===== config.mk =====
export PLATFORM = sky130hd
export DESIGN_NAME = imu_record_stream_parser_top
export DESIGN_NICKNAME = d
export VERILOG_FILES = /design/src/design/irsp_pkg.sv /design/src/design/imu_record_stream_parser_top.sv /design/src/design/irsp_front.sv /design/src/design/irsp_cmd_queue.sv /design/src/design/irsp_back.sv
export SDC_FILE = /design/constraint.sdc
export NUM_CORES = 1
export LEC_CHECK = 0
export BUFFER_PORTS_ARGS = -buffer_cell sky130_fd_sc_hd__buf_2
export CORE_MARGIN = 10
export CORE_UTILIZATION = 55
export DETAILED_ROUTE_END_ITERATION = 10
export PLACE_DENSITY = 0.81
export SYNTH_ARGS = -nofsm -noshare
export SYNTH_HDL_FRONTEND = slang
export SYNTH_SLANG_ARGS = --single-unit

===== constraint.sdc =====
create_clock -name clk -period 5 [get_ports clk]
set_clock_uncertainty 0.1 [all_clocks]
set_input_delay 0.5 -clock clk [delete_from_list [all_inputs] [get_ports clk]]
set_output_delay 0.5 -clock clk [all_outputs]
set_load 0.05 [all_outputs]

===== src/design/irsp_pkg.sv =====
// Shared types and constants of the IMU record stream parser.
`timescale 1ns / 1ps

package irsp_pkg;

	// Record type bytes.
	localparam logic [7:0] TYPE_SKIP   = 8'h21;
	localparam logic [7:0] TYPE_MOTION = 8'h22;

	// Record kinds tracked by the front end.
	localparam logic [1:0] KIND_PLAIN  = 2'd0;
	localparam logic [1:0] KIND_SKIP   = 2'd1;
	localparam logic [1:0] KIND_MOTION = 2'd2;

	// Byte positions inside a record.
	localparam int         POS_W           = 4;
	localparam logic [3:0] POS_TYPE        = 4'd0;
	localparam logic [3:0] POS_BUTTON      = 4'd1;
	localparam logic [3:0] POS_PAYLOAD     = 4'd2;
	localparam logic [3:0] POS_SKIP_LAST   = 4'd3;
	localparam logic [3:0] POS_MOTION_LAST = 4'd13;

	// Stored motion payload bytes (all but the final one).
	localparam int PAYLOAD_DEPTH = 11;
	localparam int PAYLOAD_IDX_W = $clog2(PAYLOAD_DEPTH);

	// Button byte value that means pressed.
	localparam logic [7:0] BUTTON_DOWN = 8'd1;

	// Command queue between front and back end.
	localparam int QUEUE_DEPTH = 2;
	localparam int QUEUE_PTR_W = $clog2(QUEUE_DEPTH);
	localparam int QUEUE_CNT_W = $clog2(QUEUE_DEPTH + 1);

	// Command codes.
	localparam logic [1:0] CMD_RELOAD = 2'd0;
	localparam logic [1:0] CMD_BUTTON = 2'd1;
	localparam logic [1:0] CMD_STORE  = 2'd2;
	localparam logic [1:0] CMD_FINISH = 2'd3;

	typedef struct packed {
		logic [1:0]               code;
		logic [PAYLOAD_IDX_W-1:0] idx;
		logic [7:0]               data;
	} cmd_t;

endpackage


===== src/design/imu_record_stream_parser_top.sv =====
// Top level of the IMU record stream parser.
`timescale 1ns / 1ps

// The parser takes one notification byte per cycle while in_stall is low
// and, on the last byte of every complete motion record (type 0x22) that
// is not discarded, delivers one frame of six signed 16-bit values with
// the button state and a button-changed flag. Records of type 0x21 skip
// two bytes, other types are header only, and any record cut short by the
// packet end is dropped. A stream start request reloads the discard count
// from warmup_frames (write it only while the parser is idle; it takes
// effect at the next stream start). Throughput is one request per cycle
// while in_stall is low. A frame passes through the front end's command
// queue, then the back end's output register. While a frame waits on a
// stalled output, requests keep flowing until the final command of the next
// frame reaches the head of the two-entry command queue with one more
// command behind it; then in_stall rises until the output drains.

module imu_record_stream_parser_top (
	input  logic               clk,
	input  logic               arst_n,
	// configuration write channel
	input  logic               cfg_valid,
	output logic               cfg_ready,
	input  logic [7:0]         warmup_frames,
	// request channel
	input  logic               in_valid,
	output logic               in_stall,
	input  logic               operation,
	input  logic [7:0]         data_byte,
	input  logic               last_in_packet,
	// frame channel
	output logic               out_valid,
	input  logic               out_stall,
	output logic signed [15:0] gyro_x,
	output logic signed [15:0] gyro_y,
	output logic signed [15:0] gyro_z,
	output logic signed [15:0] accel_x,
	output logic signed [15:0] accel_y,
	output logic signed [15:0] accel_z,
	output logic               button_pressed,
	output logic               button_changed
);

	logic           accept;
	logic           push;
	logic           pop;
	logic           q_full;
	logic           q_not_empty;
	irsp_pkg::cmd_t push_cmd;
	irsp_pkg::cmd_t head_cmd;

	// the register write is always taken
	assign cfg_ready = 1'b1;

	// hold requests while the command queue is full
	assign in_stall = q_full;
	assign accept   = in_valid && !in_stall;

	irsp_front u_front (
		.clk            (clk),
		.arst_n         (arst_n),
		.accept         (accept),
		.operation      (operation),
		.data_byte      (data_byte),
		.last_in_packet (last_in_packet),
		.push           (push),
		.cmd            (push_cmd)
	);

	irsp_cmd_queue u_queue (
		.clk       (clk),
		.arst_n    (arst_n),
		.push      (push),
		.push_cmd  (push_cmd),
		.pop       (pop),
		.not_empty (q_not_empty),
		.full      (q_full),
		.head      (head_cmd)
	);

	irsp_back u_back (
		.clk            (clk),
		.arst_n         (arst_n),
		.cfg_write      (cfg_valid && cfg_ready),
		.cfg_data       (warmup_frames),
		.cmd_valid      (q_not_empty),
		.cmd            (head_cmd),
		.pop            (pop),
		.out_valid      (out_valid),
		.out_stall      (out_stall),
		.gyro_x         (gyro_x),
		.gyro_y         (gyro_y),
		.gyro_z         (gyro_z),
		.accel_x        (accel_x),
		.accel_y        (accel_y),
		.accel_z        (accel_z),
		.button_pressed (button_pressed),
		.button_changed (button_changed)
	);

endmodule


===== src/design/irsp_front.sv =====
// Front end: tracks record position and turns bytes into back-end commands.
`timescale 1ns / 1ps

module irsp_front (
	input  logic              clk,
	input  logic              arst_n,
	input  logic              accept,
	input  logic              operation,
	input  logic [7:0]        data_byte,
	input  logic              last_in_packet,
	output logic              push,
	output irsp_pkg::cmd_t    cmd
);

	logic [irsp_pkg::POS_W-1:0] pos_q, pos_d;
	logic [1:0]                 kind_q, kind_d;
	logic                       done;

	always_comb begin
		pos_d    = pos_q;
		kind_d   = kind_q;
		done     = 1'b0;
		push     = 1'b0;
		cmd.code = irsp_pkg::CMD_RELOAD;
		cmd.idx  = '0;
		cmd.data = data_byte;
		if (operation) begin
			push   = 1'b1;
			pos_d  = irsp_pkg::POS_TYPE;
			kind_d = irsp_pkg::KIND_PLAIN;
		end else begin
			if (pos_q == irsp_pkg::POS_TYPE) begin
				if (data_byte == irsp_pkg::TYPE_SKIP)
					kind_d = irsp_pkg::KIND_SKIP;
				else if (data_byte == irsp_pkg::TYPE_MOTION)
					kind_d = irsp_pkg::KIND_MOTION;
				else
					kind_d = irsp_pkg::KIND_PLAIN;
				pos_d = irsp_pkg::POS_BUTTON;
			end else if (pos_q == irsp_pkg::POS_BUTTON) begin
				if (kind_q == irsp_pkg::KIND_MOTION) begin
					push     = 1'b1;
					cmd.code = irsp_pkg::CMD_BUTTON;
					cmd.data = {7'd0, data_byte == irsp_pkg::BUTTON_DOWN};
				end
				if (kind_q == irsp_pkg::KIND_PLAIN)
					done = 1'b1;
				else
					pos_d = irsp_pkg::POS_PAYLOAD;
			end else if (kind_q == irsp_pkg::KIND_SKIP) begin
				if (pos_q >= irsp_pkg::POS_SKIP_LAST)
					done = 1'b1;
				else
					pos_d = pos_q + 1'b1;
			end else if (kind_q == irsp_pkg::KIND_MOTION
					&& pos_q < irsp_pkg::POS_MOTION_LAST) begin
				push     = 1'b1;
				cmd.code = irsp_pkg::CMD_STORE;
				cmd.idx  = pos_q - irsp_pkg::POS_PAYLOAD;
				pos_d    = pos_q + 1'b1;
			end else if (kind_q == irsp_pkg::KIND_MOTION) begin
				push     = 1'b1;
				cmd.code = irsp_pkg::CMD_FINISH;
				done     = 1'b1;
			end else begin
				done = 1'b1;
			end
			// a packet end drops whatever record is in progress
			if (done || last_in_packet) begin
				pos_d  = irsp_pkg::POS_TYPE;
				kind_d = irsp_pkg::KIND_PLAIN;
			end
		end
		push = push & accept;
	end

	always_ff @(posedge clk or negedge arst_n) begin
		if (!arst_n) begin
			pos_q  <= irsp_pkg::POS_TYPE;
			kind_q <= irsp_pkg::KIND_PLAIN;
		end else if (accept) begin
			pos_q  <= pos_d;
			kind_q <= kind_d;
		end
	end

endmodule


===== src/design/irsp_cmd_queue.sv =====
// Short command queue between the front and back end.
`timescale 1ns / 1ps

module irsp_cmd_queue (
	input  logic           clk,
	input  logic           arst_n,
	input  logic           push,
	input  irsp_pkg::cmd_t push_cmd,
	input  logic           pop,
	output logic           not_empty,
	output logic           full,
	output irsp_pkg::cmd_t head
);

	irsp_pkg::cmd_t                   mem_q [irsp_pkg::QUEUE_DEPTH];
	logic [irsp_pkg::QUEUE_PTR_W-1:0] wr_ptr_q, rd_ptr_q;
	logic [irsp_pkg::QUEUE_CNT_W-1:0] count_q;

	assign not_empty = (count_q != '0);
	assign full      = (count_q == irsp_pkg::QUEUE_CNT_W'(irsp_pkg::QUEUE_DEPTH));
	assign head      = mem_q[rd_ptr_q];

	always_ff @(posedge clk) begin
		if (push)
			mem_q[wr_ptr_q] <= push_cmd;
	end

	always_ff @(posedge clk or negedge arst_n) begin
		if (!arst_n) begin
			wr_ptr_q <= '0;
			rd_ptr_q <= '0;
			count_q  <= '0;
		end else begin
			if (push)
				wr_ptr_q <= wr_ptr_q + 1'b1;
			if (pop)
				rd_ptr_q <= rd_ptr_q + 1'b1;
			if (push && !pop)
				count_q <= count_q + 1'b1;
			else if (pop && !push)
				count_q <= count_q - 1'b1;
		end
	end

endmodule


===== src/design/irsp_back.sv =====
// Back end: holds payload and discard state, builds frames into the output register.
`timescale 1ns / 1ps

module irsp_back (
	input  logic               clk,
	input  logic               arst_n,
	input  logic               cfg_write,
	input  logic [7:0]         cfg_data,
	input  logic               cmd_valid,
	input  irsp_pkg::cmd_t     cmd,
	output logic               pop,
	output logic               out_valid,
	input  logic               out_stall,
	output logic signed [15:0] gyro_x,
	output logic signed [15:0] gyro_y,
	output logic signed [15:0] gyro_z,
	output logic signed [15:0] accel_x,
	output logic signed [15:0] accel_y,
	output logic signed [15:0] accel_z,
	output logic               button_pressed,
	output logic               button_changed
);

	logic [7:0] warmup_frames_q;
	logic [7:0] discard_left_q;
	logic       frame_button_q;
	logic       last_button_q;
	logic       out_valid_q;
	logic [7:0] payload_q [irsp_pkg::PAYLOAD_DEPTH];
	logic       emit;
	logic       out_free;

	assign out_free = !out_valid_q || !out_stall;
	assign emit     = (cmd.code == irsp_pkg::CMD_FINISH) && (discard_left_q == 8'd0);
	assign pop      = cmd_valid && (!emit || out_free);
	assign out_valid = out_valid_q;

	always_ff @(posedge clk) begin
		if (pop && cmd.code == irsp_pkg::CMD_STORE)
			payload_q[cmd.idx] <= cmd.data;
		if (pop && emit) begin
			gyro_x         <= {payload_q[1], payload_q[0]};
			gyro_y         <= {payload_q[3], payload_q[2]};
			gyro_z         <= {payload_q[5], payload_q[4]};
			accel_x        <= {payload_q[7], payload_q[6]};
			accel_y        <= {payload_q[9], payload_q[8]};
			accel_z        <= {cmd.data, payload_q[10]};
			button_pressed <= frame_button_q;
			button_changed <= frame_button_q ^ last_button_q;
		end
	end

	always_ff @(posedge clk or negedge arst_n) begin
		if (!arst_n) begin
			warmup_frames_q <= 8'd0;
			discard_left_q  <= 8'd0;
			frame_button_q  <= 1'b0;
			last_button_q   <= 1'b0;
			out_valid_q     <= 1'b0;
		end else begin
			if (cfg_write)
				warmup_frames_q <= cfg_data;
			if (pop) begin
				case (cmd.code)
					irsp_pkg::CMD_RELOAD: begin
						discard_left_q <= warmup_frames_q;
					end
					irsp_pkg::CMD_BUTTON: begin
						frame_button_q <= cmd.data[0];
					end
					irsp_pkg::CMD_FINISH: begin
						if (emit)
							last_button_q <= frame_button_q;
						else
							discard_left_q <= discard_left_q - 8'd1;
					end
					default: begin
					end
				endcase
			end
			if (pop && emit)
				out_valid_q <= 1'b1;
			else if (!out_stall)
				out_valid_q <= 1'b0;
		end
	end

endmodule


* After elaboration in Yosys (flattened, before gate mapping)
Memories as Yosys holds them, arrays and structs flattened. A register that Yosys moved wholly into a read port is not among the register bits.
Cells that the tools add are included.
W data, S select, Z words.
** Word-level totals
- Memories :: 2
- Word-level logic and storage cells :: 118
- Bits in writable memories :: 116
- Bits in registers :: 47
** Operators by class
- Equal/unequal tests :: 14
- Bitwise logic cells :: 2
- Muxes and demuxes :: 47
- Add/sub/neg operators :: 7
- Reductions and logical operators :: 31
- $lt $le $gt $ge :: 2
** Memories
- u_back.payload_q :: words 11, bits a word 8, read ports 11, clocked after memory_dff 11, write ports 1, RTL line irsp_back.sv:29 : logic [7:0] payload_q [irsp_pkg::PAYLOAD_DEPTH];
- u_queue.mem_q :: words 2, bits a word 14, read ports 1, clocked after memory_dff 0, write ports 1, RTL line irsp_cmd_queue.sv:15 : irsp_pkg::cmd_t mem_q [irsp_pkg::QUEUE_DEPTH];
** Operators with widths (count)
- $mux W4 :: 10
- $mux W14 :: 2
- $mux W8 :: 3
- $mux W1 :: 20
- $mux W2 :: 10
- $eq A8 B6 Y1 const B :: 2
- $pmux W8 S2 :: 1
- $eq A2 B2 Y1 const B :: 4
- $eq A8 B1 Y1 const B :: 1
- $logic_and A1 B1 Y1 :: 8
- $logic_not A8 Y1 :: 1
- $sub A8 B1 Y8 const B :: 1
- $logic_not A1 Y1 :: 6
- $mux W6 :: 1
- $ne A6 B4 Y1 const B :: 1
- $reduce_and A3 Y1 :: 2
- $reduce_bool A2 Y1 :: 3
- $reduce_bool A6 Y1 :: 1
- $ne A5 B4 Y1 const B :: 1
- $add A4 B1 Y4 const B :: 1
- $eq A2 B1 Y1 const B :: 2
- $eq A4 B1 Y1 const B :: 1
- $ge A4 B2 Y1 const B :: 1
- $logic_not A2 Y1 :: 2
- other kinds (14) :: 18

* Depth between registers and ports, before layout
- Depth after elaboration :: 12
- Gate-level depth with buffers :: 9
- Mapped depth without buffers :: 9

* By module
From an unflattened synthesis, not the netlist that was laid out.
** Unflattened totals
- Cell total of the unflattened synthesis :: 449
- Area total of the unflattened synthesis :: 8610.8 um^2
** Modules (own cells, without submodules)
- irsp_back :: area each 6722.7 um^2, instances 1, cells an instance 306
- irsp_cmd_queue :: area each 1252.5 um^2, instances 1, cells an instance 60
- irsp_front :: area each 610.6 um^2, instances 1, cells an instance 80
- imu_record_stream_parser_top :: area each 25.0 um^2, instances 1, cells an instance 3

* Least setup slack after synthesis
No wires, ideal clock.
- Kind :: flip-flop to flip-flop
- Start point :: register u_back.discard_left_q[0]
- End point :: register u_back.last_button_q
- Path slack :: 529 ps
- Required time :: 4772 ps
- Library setup time :: 128 ps
- Data arrival time :: 4244 ps
- Stages on the path, launching flop included :: 7
- Path through :: dfrtp_1 inv_1 ha_1 or4b_1 a211o_4 nor3b_4 mux2_1
** On the way
- Longest elaborated chain between the ends :: 6
** Ends and longest elaborated chain
- start, declared :: RTL line irsp_back.sv:25 : logic [7:0] discard_left_q;
- start signal, assigned :: RTL line irsp_back.sv:66 : discard_left_q <= warmup_frames_q;
- start signal, assigned :: RTL line irsp_back.sv:75 : discard_left_q <= discard_left_q - 8'd1;
- $logic_not A8 Y1 (*) :: RTL line irsp_back.sv:34 : assign emit = (cmd.code == irsp_pkg::CMD_FINISH) && (discard_left_q == 8'd0);
- $logic_and A1 B1 Y1 (*) :: RTL line irsp_back.sv:34
- $logic_not A1 Y1 :: RTL line irsp_back.sv:35 : assign pop = cmd_valid && (!emit || out_free);
- $logic_or A1 B1 Y1 :: RTL line irsp_back.sv:35
- $logic_and A1 B1 Y1 :: RTL line irsp_back.sv:35
- $reduce_and A3 Y1 (no line) (*)
- end signal, assigned :: RTL line irsp_back.sv:73 : last_button_q <= frame_button_q;
- end, declared :: RTL line irsp_back.sv:27 : logic last_button_q;
Mark *: on every way between the ends. The rest lies on a longest branch, timed or not.
A chain may end at the register's enable or synchronous reset.

* Final worst setup path
- Start point :: register u_queue.rd_ptr_q
- End point :: memory u_back.payload_q[7][4] (enable)
** On the way
- Longest elaborated chain between the ends :: 9
** Ends and longest elaborated chain
- start, declared :: RTL line irsp_cmd_queue.sv:16 : logic [irsp_pkg::QUEUE_PTR_W-1:0] wr_ptr_q, rd_ptr_q;
- start signal, assigned :: RTL line irsp_cmd_queue.sv:37 : rd_ptr_q <= rd_ptr_q + 1'b1;
- $mem_v2 Z2 W14 (*)
- $eq A2 B2 Y1 :: RTL line irsp_back.sv:34
- $logic_and A1 B1 Y1 :: RTL line irsp_back.sv:34
- $logic_not A1 Y1 :: RTL line irsp_back.sv:35
- $logic_or A1 B1 Y1 :: RTL line irsp_back.sv:35
- $logic_and A1 B1 Y1 :: RTL line irsp_back.sv:35
- $logic_and A1 B1 Y1 :: RTL line irsp_back.sv:39 : if (pop && cmd.code == irsp_pkg::CMD_STORE)
- $mux W1 :: RTL line irsp_back.sv:39
- $mux W1 (not written as such) :: RTL line irsp_back.sv:40 : payload_q[cmd.idx] <= cmd.data;
- end, declared :: RTL line irsp_back.sv:29
Marked as above.

==> results.md <==
* Warning count from the yosys run at 0
* Final weighted congestion in routability-driven placement at 0.8352
* Share of the synthesized area in the top cell type at 0.7391
* Met2 track utilization from global routing at 0.2539
* Startpoint types: register
* Most instantiated library cell after synthesis: sky130_fd_sc_hd__edfxtp_1
* Clock latency at the later pin of the worst-skew pair at 0.49 ns
* Clock Tree Root: sky130_fd_sc_hd__clkbuf_16
* Internal power consumption at 3586 uW
* Clock sink count at 243
* Combinational share of power at 0.151
* Unique cell type count in the Yosys netlist at 58
* Most heavily used metal layer in global routing: met2
* Part of the total power dissipated in the clock network at 0.323
* Cell count after synthesis at 466
* Met1 track utilization from global routing at 0.1898
* Avg Inst Size Synth at 18.66 sq um
* Share of the yosys chip area belonging to registers at 0.8226
* TritonCTS clock tree: yes
* Remaining antenna violation count at 0
* Number of max-cap violations at 0
* Achievable Freq at 301.0 MHz
* Sequential cell area at 0.007152 sq mm
* Top-Level Pins at 124
* Signal arrival time at the worst endpoint at 3.32 ns
* Detailed-route via count at 4573
* Port buffer count at 122
* Number of remaining DRC errors at 0
* Multi-input gate area in the final layout at 0.001445 sq mm
* Gates resized, CTS repair at 0
* Width of the die at 145.7 um
* Number of antenna violations at the first check in global routing at 1
* Buffers inserted by post-CTS timing repair at 0
* Met3 Usage GRT at 0.04284
* Peak fanout along the critical path at 32
* Number of H-tree levels at 1
* Total die area at 0.02124 sq mm
* Setup slack after placement at 1.728 ns
* Number of max-slew violations in the final report at 0
* Vias per Instance at 5.503
* Dominant cell type by area after synthesis: sky130_fd_sc_hd__edfxtp_1
* Syn Nets at 498
* Share of total power in sequential cells at 0.525
* Status: completed
* Overall power after layout at 4885 uW
* GR Overflow Total at 0
* Area delta synth->final at 17.83%
* Final worst-path setup slack at 1.677 ns
* Global-route wire length before repair at 26220 um
* Required time reported for the critical path endpoint at 5.00 ns
* Post-CTS clock slew at the launch and capture registers of the worst setup and hold paths at 0.06 ns
* Synth async-reset ratio at 0.1193
* Register-to-register setup slack at 1.68 ns
* Count of cells along the worst register-to-register path at 4
* Layout net count at 636
* Antenna cell count at 0
* Setup Crit Path Kind: register to register
* Switching Fraction at 0.2660
* Number of buffers created by CTS at 23
* Fraction of the cycle the final worst path needs at 0.6645
* Type of element capturing the critical path: register
* Count of flip-flops with a built-in enable after synthesis at 214
* Clock buffer depth at 3
* Hold violation count in the final report at 0
* Layout cells sized above 1 at 0.2952
* Number of setup violations in the final report at 0
* Power per unit of standard cell area at 476.8 mW/mm^2
* Max-slew headroom at 0.1543
* Top post-synthesis cells by area: sky130_fd_sc_hd__edfxtp_1, sky130_fd_sc_hd__dfrtp_1, sky130_fd_sc_hd__mux2_2, sky130_fd_sc_hd__ha_1, sky130_fd_sc_hd__nor2_1
* Unrepaired setup endpoints after global routing: false
* Final Routed Wirelength at 16690 um
* Setup TNS at 0 ns
* Predominant post-synthesis flop cell: sky130_fd_sc_hd__edfxtp_1
* Cell area after technology mapping at 0.008695 sq mm
* Maximum number of pins on one net before global-route repair at 80
* Worst VDD drop at 0.2504 mV
* Post-route minimum period at 3.323 ns
* Worst Max-Slew Pin Slew at 1.261 ns
* Detailed-route wire length per cell at 20.08 um
* Power spent charging and discharging nets at 1299 uW
* GRT Resource Usage Total at 0.1514
* # fillers at 968
* Via count of the first global-routing pass at 4657
* Class of the tightest hold or removal check: primary input to register
* Number of DRC markers in iteration 0 at 340
* Core Region at 0.01537 sq mm
* FP Rows at 45
* Leading post-synthesis cells by instance count: sky130_fd_sc_hd__edfxtp_1, sky130_fd_sc_hd__dfrtp_1, sky130_fd_sc_hd__nor2_1
* Yosys reg bits at 243
* Number of hold buffers added after cts at 1
* Worst hold path depth at 2
* DP Wirelength at 11080 um
* DRT Pass-1 Iters at 5
* Height of the die at 145.7 um
* Static leakage power at 0.003636 uW
* Initial core utilization at 0.5656
==> cell type report <==
type                       count  area share
sequential                   243      0.6981
multi-input combinational    199      0.1411
timing repair buffer         126     0.06400
clock buffer                  29     0.05838
tap                          211     0.02577
clock inverter                12    0.008671
inverter                      11    0.004030
==> placed cells by master (no fill, tap or decap), types with 3 or more instances in the layout <==
| master | synthesis | final |
|---|---|---|
| sky130_fd_sc_hd__nand3_1 | 11 | 11 |
| sky130_fd_sc_hd__nor2_1 | 22 | 22 |
| sky130_fd_sc_hd__mux2_2 | 18 | 18 |
| sky130_fd_sc_hd__edfxtp_1 | 214 | 214 |
| sky130_fd_sc_hd__clkbuf_16 | 0 | 23 |
| sky130_fd_sc_hd__clkbuf_1 | 7 | 6 |
| sky130_fd_sc_hd__nand2b_1 | 6 | 6 |
| sky130_fd_sc_hd__buf_2 | 3 | 122 |
| sky130_fd_sc_hd__or3_1 | 3 | 3 |
| sky130_fd_sc_hd__o211ai_1 | 7 | 7 |
| sky130_fd_sc_hd__nand2_1 | 20 | 20 |
| sky130_fd_sc_hd__inv_1 | 11 | 11 |
| sky130_fd_sc_hd__o2bb2ai_1 | 6 | 6 |
| sky130_fd_sc_hd__nand3b_1 | 5 | 5 |
| sky130_fd_sc_hd__o21ai_0 | 5 | 5 |
| sky130_fd_sc_hd__xnor2_1 | 3 | 3 |
| sky130_fd_sc_hd__a2111oi_0 | 3 | 3 |
| sky130_fd_sc_hd__clkinv_1 | 0 | 5 |
| sky130_fd_sc_hd__a211oi_1 | 3 | 3 |
| sky130_fd_sc_hd__and2_1 | 9 | 9 |
| sky130_fd_sc_hd__o32ai_1 | 5 | 5 |
| sky130_fd_sc_hd__nor3b_1 | 3 | 3 |
| sky130_fd_sc_hd__o22ai_1 | 4 | 4 |
| sky130_fd_sc_hd__ha_1 | 9 | 9 |
| sky130_fd_sc_hd__xor2_1 | 6 | 6 |
| sky130_fd_sc_hd__dfrtp_1 | 29 | 29 |
| sky130_fd_sc_hd__a21oi_1 | 11 | 11 |
| sky130_fd_sc_hd__clkinv_2 | 0 | 3 |
==> sequential cells by signal, summed over array words and instances (netlist names) <==
register	cells
u_back.last_button_q	1
u_back.out_valid	1
u_back.payload_q	88
u_front.kind_q	2
accel_y	16
u_back.button_changed	1
accel_z	8
accel_x	16
u_back.warmup_frames_q	8
gyro_y	16
u_front.pos_q	4
u_queue.wr_ptr_q	1
u_back.accel_z	8
u_back.frame_button_q	1
u_queue.mem_q	28
u_back.discard_left_q	8
u_queue.count_q	2
gyro_x	16
gyro_z	16
u_back.button_pressed	1
u_queue.rd_ptr_q	1
==> per-stage QoR <==
stage | std cells | hold slack, ns | cell area (sq um) | util
2_1_floorplan | 466 | 0.1044 | 8695 | -
3_3_place_gp | 789 | 0.3014 | 9548 | 0.6212
3_5_place_dp | 789 | 0.3045 | 9548 | 0.6212
4_1_cts | 831 | 0.1365 | 10240 | 0.6665
5_1_grt | 831 | 0.1411 | 10240 | 0.6665
6_report | 831 | 0.1504 | 10240 | 0.6665
==> worst max-delay path, cell delays in order, from the launching register on <==
cell and delay [ns]:
sky130_fd_sc_hd__dfrtp_1 0.97, sky130_fd_sc_hd__nand3b_1 0.36, sky130_fd_sc_hd__a211o_4 0.31, sky130_fd_sc_hd__o22ai_2 0.14
sky130_fd_sc_hd__a211oi_1 1.04
==> final timing paths <==
path                                                    from                               endpoint
hold reg to reg            u_back.payload_q[10][0]$_DFFE_PP_                   accel_z[0]$_DFFE_PP_
setup / recovery                u_queue.rd_ptr_q$_DFFE_PN0P_       u_back.payload_q[7][4]$_DFFE_PP_
setup reg to reg                u_queue.rd_ptr_q$_DFFE_PN0P_       u_back.payload_q[7][4]$_DFFE_PP_
max in group asynchronous                             arst_n         u_queue.count_q[0]$_DFFE_PN0P_
hold / removal                              warmup_frames[7]  u_back.warmup_frames_q[7]$_DFFE_PN0P_
min in group asynchronous                             arst_n          u_front.kind_q[0]$_DFFE_PN0P_
==> power groups by stage <==
stage,logic [uW],clock network (uW),registers [uW]
after floorplan,547,0,2570
after global placement,714,0,2600
after detailed placement,733,0,2600
after CTS,743,1610,2560
after global routing,823,1690,2580
final,739,1580,2570
==> layer usage <==
layer  up-vias  share of wire
li1       2095              -
met4         2          0.016
met3        24          0.079
met5         -        0.00066
met2       195           0.49
met1      2257           0.42
==> cells by family after synthesis <==
| kind of cell | synth area share |
|---|---|
| flip-flops | 0.8226 |
| buffers and inverters | 0.01123 |
| XOR/XNOR | 0.009067 |
| AO/OA/AOI/OAI | 0.05468 |
| multiplexers | 0.02461 |
| adder cells (fa/ha/maj) | 0.01295 |
| other | 0.0004313 |
| AND/OR/NAND/NOR | 0.06447 |
No activity file was read; power rests on OpenSTA's default activity.
